**src/hdl/spimrb_pkg.sv**
```systemverilog
// Shared types and constants for the SPI master register block.
// Register offsets, control and status bit positions, and the item and result layouts.
// No dependencies.
`default_nettype none

package spimrb_pkg;

    localparam int CHANNELS_DEFAULT = 4;
    localparam int CS_SLOTS         = 4;
    localparam int CS_W             = 2;
    localparam int CFG_W            = 4;
    localparam int S_DATA_W         = 56;
    localparam int M_DATA_W         = 24;

    localparam logic [11:0] OFF_CTRL = 12'h000;
    localparam logic [11:0] OFF_CS   = 12'h004;
    localparam logic [11:0] OFF_STAT = 12'h008;
    localparam logic [11:0] OFF_DATA = 12'h00C;

    localparam logic [7:0] CTRL_MASK  = 8'hE5;
    localparam int         CTRL_SPE    = 0;
    localparam int         CTRL_ERRIE  = 5;
    localparam int         CTRL_RXNEIE = 6;
    localparam int         CTRL_TXEIE  = 7;

    localparam int STAT_OVR = 4;

    typedef enum logic
    {
        ACT_READ  = 1'b0,
        ACT_WRITE = 1'b1
    } action_t;

    typedef struct packed
    {
        logic [7:0]  reply_byte;
        logic [31:0] write_data;
        logic [11:0] reg_offset;
        action_t     action;
    } item_t;

    typedef struct packed
    {
        logic [CS_W-1:0] released_channel;
        logic            cs_release;
        logic [CS_W-1:0] xfer_channel;
        logic [7:0]      tx_byte;
        logic            xfer_valid;
        logic            irq_line;
        logic [7:0]      read_data;
    } result_t;

endpackage

`default_nettype wire

```
**src/hdl/spimrb_core.sv**
```systemverilog
// Register file and access logic of the SPI master register block.
// Holds control, chip select, status, receive byte and attached mask; computes one result per access.
// Depends on spimrb_pkg.
`default_nettype none

module spimrb_core #(
    parameter int CHANNELS = spimrb_pkg::CHANNELS_DEFAULT
) (
    input  wire                          clk,
    input  wire                          rst_n,
    input  wire                          accept,
    input  spimrb_pkg::item_t            item,
    input  wire                          cfg_valid,
    input  wire [spimrb_pkg::CFG_W-1:0]  cfg_data,
    output spimrb_pkg::result_t          result
);

    logic [CHANNELS-1:0]                attached_reg;
    logic [7:0]                         control_reg, control_next;
    logic [spimrb_pkg::CS_W-1:0]        select_reg, select_next;
    logic                               rxne_reg, rxne_next;
    logic                               txe_reg, txe_next;
    logic                               ovr_reg, ovr_next;
    logic [7:0]                         rx_byte_reg, rx_byte_next;
    logic [spimrb_pkg::CS_SLOTS-1:0]    attached_ext;

    genvar g;
    generate
        for (g = 0; g < spimrb_pkg::CS_SLOTS; g++)
        begin : g_ext
            if (g < CHANNELS)
            begin : g_on
                assign attached_ext[g] = attached_reg[g];
            end
            else
            begin : g_off
                assign attached_ext[g] = 1'b0;
            end
        end
    endgenerate

    always_comb
    begin
        logic [spimrb_pkg::CS_W-1:0] new_cs;
        new_cs       = item.write_data[spimrb_pkg::CS_W-1:0];
        control_next = control_reg;
        select_next  = select_reg;
        rxne_next    = rxne_reg;
        txe_next     = txe_reg;
        ovr_next     = ovr_reg;
        rx_byte_next = rx_byte_reg;
        result       = '0;
        if (item.action == spimrb_pkg::ACT_READ)
        begin
            unique case (item.reg_offset)
                spimrb_pkg::OFF_CTRL: result.read_data = control_reg;
                spimrb_pkg::OFF_CS:   result.read_data = {6'd0, select_reg};
                spimrb_pkg::OFF_STAT: result.read_data = {3'd0, ovr_reg, 2'd0, txe_reg, rxne_reg};
                spimrb_pkg::OFF_DATA:
                begin
                    result.read_data = rx_byte_reg;
                    txe_next         = 1'b1;
                    rxne_next        = 1'b0;
                end
                default: result.read_data = 8'd0;
            endcase
        end
        else
        begin
            unique case (item.reg_offset)
                spimrb_pkg::OFF_CTRL: control_next = item.write_data[7:0] & spimrb_pkg::CTRL_MASK;
                spimrb_pkg::OFF_CS:
                begin
                    if (new_cs != select_reg && attached_ext[select_reg])
                    begin
                        result.cs_release       = 1'b1;
                        result.released_channel = select_reg;
                    end
                    select_next = new_cs;
                end
                spimrb_pkg::OFF_STAT:
                begin
                    if (item.write_data[spimrb_pkg::STAT_OVR])
                    begin
                        ovr_next = 1'b0;
                    end
                end
                spimrb_pkg::OFF_DATA:
                begin
                    if (rxne_reg)
                    begin
                        ovr_next = 1'b1;
                    end
                    else
                    begin
                        if (attached_ext[select_reg])
                        begin
                            rx_byte_next        = item.reply_byte;
                            result.xfer_valid   = 1'b1;
                            result.tx_byte      = item.write_data[7:0];
                            result.xfer_channel = select_reg;
                        end
                        else
                        begin
                            rx_byte_next = item.write_data[7:0];
                        end
                        rxne_next = 1'b1;
                        txe_next  = 1'b1;
                    end
                end
                default: ;
            endcase
        end
        result.irq_line = control_next[spimrb_pkg::CTRL_SPE] &
            ((control_next[spimrb_pkg::CTRL_ERRIE] & ovr_next) |
             (control_next[spimrb_pkg::CTRL_RXNEIE] & rxne_next) |
             (control_next[spimrb_pkg::CTRL_TXEIE] & txe_next));
    end

    always_ff @(posedge clk or negedge rst_n)
    begin
        if (!rst_n)
        begin
            attached_reg <= '0;
            control_reg  <= '0;
            select_reg   <= '0;
            rxne_reg     <= 1'b0;
            txe_reg      <= 1'b1;
            ovr_reg      <= 1'b0;
            rx_byte_reg  <= '0;
        end
        else
        begin
            if (cfg_valid)
            begin
                attached_reg <= cfg_data[CHANNELS-1:0];
            end
            if (accept)
            begin
                control_reg <= control_next;
                select_reg  <= select_next;
                rxne_reg    <= rxne_next;
                txe_reg     <= txe_next;
                ovr_reg     <= ovr_next;
                rx_byte_reg <= rx_byte_next;
            end
        end
    end

`ifndef ASSERT_OFF
    a_overrun: assert property (@(posedge clk) disable iff (!rst_n)
        accept && item.action == spimrb_pkg::ACT_WRITE &&
        item.reg_offset == spimrb_pkg::OFF_DATA && rxne_reg
        |=> ovr_reg && $stable(rx_byte_reg))
        else $error("data write with unread byte did not flag overrun");
    a_data_read: assert property (@(posedge clk) disable iff (!rst_n)
        accept && item.action == spimrb_pkg::ACT_READ &&
        item.reg_offset == spimrb_pkg::OFF_DATA
        |=> !rxne_reg && txe_reg)
        else $error("data read did not clear RXNE");
    a_fill: assert property (@(posedge clk) disable iff (!rst_n)
        accept && item.action == spimrb_pkg::ACT_WRITE &&
        item.reg_offset == spimrb_pkg::OFF_DATA && !rxne_reg
        |=> rxne_reg)
        else $error("exchange did not set RXNE");
`endif

endmodule

`default_nettype wire

```
**src/hdl/spi_master_register_block.sv**
```systemverilog
// Top level of the SPI master register block: stream handshakes and the result register.
// Depends on spimrb_pkg and spimrb_core.
`default_nettype none

// One bus access arrives per slave-side transaction: s_tuser is the read/write
// flag and s_tdata carries offset, write data and the device reply byte. Each
// access produces exactly one result transaction on the master side, carrying
// read data, interrupt level, exchange and chip-select release information.
// Register state is updated at the edge that accepts the access, and the
// result is held in an output register, so it appears in the cycle after
// acceptance and an access can be taken every cycle unless the receiver
// stalls; then the result is held, and s_tready drops only while it cannot leave.
// The attached-device mask is written over the cfg channel, which is always
// ready; it should be written only while no access is in flight.
// Reset clears control, chip select, receive byte and mask, sets status to
// TXE only, and empties the result register.
module spi_master_register_block #(
    parameter int CHANNELS = spimrb_pkg::CHANNELS_DEFAULT
) (
    input  wire                                clk,
    input  wire                                rst_n,
    input  wire                                s_tvalid,
    output logic                               s_tready,
    // reg_offset[11:0], write_data[43:12], reply_byte[51:44], zero fill
    input  wire [spimrb_pkg::S_DATA_W-1:0]     s_tdata,
    // action[0]
    input  wire                                s_tuser,
    output logic                               m_tvalid,
    input  wire                                m_tready,
    // read_data[7:0], irq_line[8], xfer_valid[9], tx_byte[17:10],
    // xfer_channel[19:18], cs_release[20], released_channel[22:21], zero fill
    output logic [spimrb_pkg::M_DATA_W-1:0]    m_tdata,
    input  wire                                cfg_valid,
    output logic                               cfg_ready,
    input  wire [spimrb_pkg::CFG_W-1:0]        cfg_data
);

    spimrb_pkg::item_t   item;
    spimrb_pkg::result_t result;
    spimrb_pkg::result_t result_reg;
    logic                valid_reg;
    logic                accept;

    assign item.action     = spimrb_pkg::action_t'(s_tuser);
    assign item.reg_offset = s_tdata[11:0];
    assign item.write_data = s_tdata[43:12];
    assign item.reply_byte = s_tdata[51:44];

    assign s_tready  = !valid_reg || m_tready;
    assign accept    = s_tvalid && s_tready;
    assign cfg_ready = 1'b1;
    assign m_tvalid  = valid_reg;
    assign m_tdata   = {1'b0, result_reg};

    spimrb_core #(
        .CHANNELS (CHANNELS)
    ) u_core (
        .clk       (clk),
        .rst_n     (rst_n),
        .accept    (accept),
        .item      (item),
        .cfg_valid (cfg_valid),
        .cfg_data  (cfg_data),
        .result    (result)
    );

    always_ff @(posedge clk or negedge rst_n)
    begin
        if (!rst_n)
        begin
            valid_reg <= 1'b0;
        end
        else if (accept)
        begin
            valid_reg <= 1'b1;
        end
        else if (m_tready)
        begin
            valid_reg <= 1'b0;
        end
    end

    always_ff @(posedge clk)
    begin
        if (accept)
        begin
            result_reg <= result;
        end
    end

`ifndef ASSERT_OFF
    a_result_follows: assert property (@(posedge clk) disable iff (!rst_n)
        accept |=> m_tvalid)
        else $error("accepted access produced no result");
    a_no_overwrite: assert property (@(posedge clk) disable iff (!rst_n)
        m_tvalid && !m_tready |-> !accept)
        else $error("access accepted while a stalled result is held");
    a_drain: assert property (@(posedge clk) disable iff (!rst_n)
        m_tvalid && m_tready && !s_tvalid |=> !m_tvalid)
        else $error("result delivered twice");
`endif

endmodule

`default_nettype wire

```
**config.mk**
```make
export PLATFORM = sky130hd
export DESIGN_NAME = spi_master_register_block
export DESIGN_NICKNAME = d
export VERILOG_FILES = /design/src/hdl/spimrb_pkg.sv /design/src/hdl/spimrb_core.sv /design/src/hdl/spi_master_register_block.sv
export SDC_FILE = /design/constraint.sdc
export NUM_CORES = 1
export LEC_CHECK = 0
export ABC_CLOCK_PERIOD_IN_PS = 2200
export BUFFER_PORTS_ARGS = -buffer_cell sky130_fd_sc_hd__buf_2
export CAP_MARGIN = 20
export CORE_MARGIN = 2
export CORE_UTILIZATION = 35
export CTS_CLUSTER_SIZE = 40
export DETAILED_ROUTE_END_ITERATION = 7
export GPL_TIMING_DRIVEN = 0
export PLACE_DENSITY = 0.71
export SYNTH_ARGS = -nofsm -noshare
export SYNTH_HDL_FRONTEND = slang
export SYNTH_SLANG_ARGS = --single-unit
```
**constraint.sdc**
```tcl
create_clock -name clk -period 2.2 [get_ports clk]
set_clock_uncertainty 0.15 [all_clocks]
set_input_delay 0.66 -clock clk [delete_from_list [all_inputs] [get_ports clk]]
set_output_delay 0.66 -clock clk [all_outputs]
set_load 0.1 [all_outputs]
```
==> key figures <==
STA
  • Tmin final: 2.11 ns
  • Achievable frequency: 0.473 GHz
  • RSZ-0062 raised after global routing: false
  • Slew @ Worst Pin: 0.526 ns
  • Max Slew Vio Count: 0
  • Hold Vio Cnt, Final: 0
  • Max-slew headroom: 64.9%
  • Period utilization: 96.1%
  • Setup violators final: 0

Floorplanning
  • Row count: 29
  • Die W: 83.7 um
  • Io pins: 93
  • Height of the die: 83.7 um
  • Die area: 7010 um2
  • Starting Density: 35.6%
  • Core area: 6240 um2

Detailed routing
  • DR pass1 iterations: 4
  • Routed Antenna Nets: 0
  • First-iteration detailed-routing DRC count: 103
  • Vias per Instance: 4.87
  • DR vias: 1572
  • Post-detailed-routing wire length: 4610 um
  • Routed wire per std cell: 14.3 um
  • DRC errors left: 0

Synthesis
  • Share of Yosys cell area claimed by the top area cell type: 31.0%
  • Synth Instances: 174
  • Syn_area_per_cell: 12.8 um2
  • Synth cell types: 43
  • Mapped cell area: 2220 um2
  • Synth area leaders: edfxtp_1 31%, dfrtp_1 25%, mux2_2 6.1%
  • Largest area contributor in the netlist: edfxtp_1
  • Most frequent cell after synthesis: edfxtp_1
  • Sequential area share after synthesis: 57.0%
  • Syn_nets: 240
  • Commonest cells post-synth: 23 x edfxtp_1, 22 x dfrtp_1, 21 x nor2_1, 12 x mux2_2
  • Synth Register Bits: 46
  • Synth warn: 0
  • Post-synth EDFFs: 23
  • Share of flip-flops with an asynchronous set or reset: 50.0%
  • Post-synth top flop: edfxtp_1

Power
  • Logic pwr share: 18.9%
  • Switching Share: 30.5%
  • P_sw: 539 uW
  • Flop pwr share: 53.3%
  • Clk pwr share: 27.8%
  • Worst vdd ir: 0.288 mV
  • P per Cell Area: 638 nW/um2
  • Int Pwr: 1.23 mW
  • Leakage Power: 1.21 nW
  • Tot Pwr: 1.77 mW

Layout
  • Layout area overhead: 24.5%
  • Layout cells sized above 1: 44.7%
  • Nets: 311
  • ANT cells: 0
  • Max reg flops: 23
  • Final design utilization: 44.4%

Setup path
  • Worst-path maximum fanout: 3
  • Path depth of the worst reg2reg path: 6
  • Crit. End Element: primary output
  • Worst EP required: 1.39 ns
  • Setup crit start kind: flop
  • Critical path class: reg2out
  • FF-to-FF setup slack: 0.29 ns
  • Worst Path Arrival: 1.30 ns

Hold path
  • Hold Crit Class: in2async

Clock network
  • Clock slew at reported path FFs: 0.08 ns
  • Num CTS Buffers: 5
  • Sink Count: 46
  • H-tree levels: 2
  • CTS tree: done
  • Clock buffer depth: 2
  • Hold buffer count at cts: 0
  • Clk root buf: clkbuf_8
  • Worst skew pair latency: 0.30 ns

Global routing
  • First-pass GRT wire length: 7410 um
  • Antenna violations before repair: 0
  • Largest net degree at the start of global routing: 25
  • GRT Util Overall: 13.5%
  • GRT overflow: 0
  • Number of global-route vias before repair: 1553
  • Top Usage Layer GRT: met2
  • Met3 Use GR: 3.96%
  • GR met1 Demand/Resource: 17.6%
  • GR Util met2: 21.8%

Placed design
  • HPWL Detailed: 3470 um
  • PortBufs: 61
  • Final GP Congestion: 0.799

Run
  • Max-cap violations: 0

Outcome
  • Status: finished, final reports clean
==> cell usage in the layout, fill, tap and decap left out, drive strengths merged <==
master    count
and3          1
clkinv        2
nor4b         1
nor2         22
nand2b        4
dfstp         1
clkbuf       10
o32a          1
nand3b        1
nor3b         2
dfrtp        22
nand3         2
edfxtp       23
clkinvlp      1
conb          2
inv           3
a21oi        13
nand2         7
and2         11
mux4          2
a22oi         4
mux2         12
o22a          1
o22ai         1
nand4         2
nor3          2
a21o          1
buf          70
o21ai         1
a211oi        1
nor4          4
xnor2         2
mux2i        11
nor2b         1
a31oi         2
==> layer usage <==
metal	part of all wire, %	vias up
met5	0	-
met4	1.0	0
met3	6.0	5
met2	49	47
met1	44	758
li1	-	762
==> logic make-up after synthesis <==
group | share of synthesized area (%)
buffers and inverters | 3.94
flip-flops | 57.0
XOR/XNOR | 0.788
other | 0.338
AND/OR/NAND/NOR | 17.5
AO/OA/AOI/OAI | 7.42
multiplexers | 13.0
==> cell type report <==
class	instances	area, um2
fillers	585	3470
flip-flops and latches	46	1270
multi-input cells	114	901
repair buffers	64	328
well taps	77	96.3
clock buffers	6	72.6
plain buffers	10	72.6
inverters	4	18.8
clock inverters	2	8.76
==> critical path, stage by stage (launching register included) <==
cell and delay (ns):
dfrtp_4 0.49, nand2b_4 0.09, buf_2 0.42
==> worst paths after layout <==
kind,endpoint,startpoint
worst max-delay path,s_tready,m_tvalid$_DFFE_PN0P_
worst min-delay path,m_tvalid$_DFFE_PN0P_,rst_n
worst max register to register,u_core.select_reg[0]$_DFFE_PN0P_,m_tvalid$_DFFE_PN0P_
worst min register to register,u_core.attached_ext[0]$_DFFE_PN0P_,u_core.attached_ext[0]$_DFFE_PN0P_
max in group asynchronous,m_tvalid$_DFFE_PN0P_,rst_n
min in group clk,u_core.attached_ext[0]$_DFFE_PN0P_,u_core.attached_ext[0]$_DFFE_PN0P_
==> repair_timing <==
item                                    4_1_cts  5_1_grt
buffers inserted                              1        2
gates cloned                                  0        0
resized for setup                             0        2
pin swaps                                     0        1
endpoints found under the setup margin        5       11
==> power by group through the flow <==
stage | sequential [mW] | combinational (mW) | clock, mW
5_1_grt | 0.944 | 0.350 | 0.538
2_1_floorplan | 1.10 | 0.104 | 0
4_1_cts | 0.941 | 0.335 | 0.494
3_3_place_gp | 0.959 | 0.332 | 0
3_5_place_dp | 0.960 | 0.335 | 0
6_report | 0.940 | 0.333 | 0.492
==> per-stage QoR <==
stage | setup WS, ns | area (um2) | std cells | hold WS (ns) | TNS, ns
2_1_floorplan | -0.0681 | 2250 | 174 | 0.214 | -0.136
4_1_cts | 0.0221 | 2750 | 321 | 0.199 | 0
3_5_place_dp | -0.362 | 2660 | 312 | 0.345 | -7.31
5_1_grt | 0.0405 | 2770 | 323 | 0.212 | 0
3_3_place_gp | -0.325 | 2660 | 312 | 0.338 | -5.94
6_report | 0.0855 | 2770 | 323 | 0.176 | 0
(Power assumes the default switching activity.)
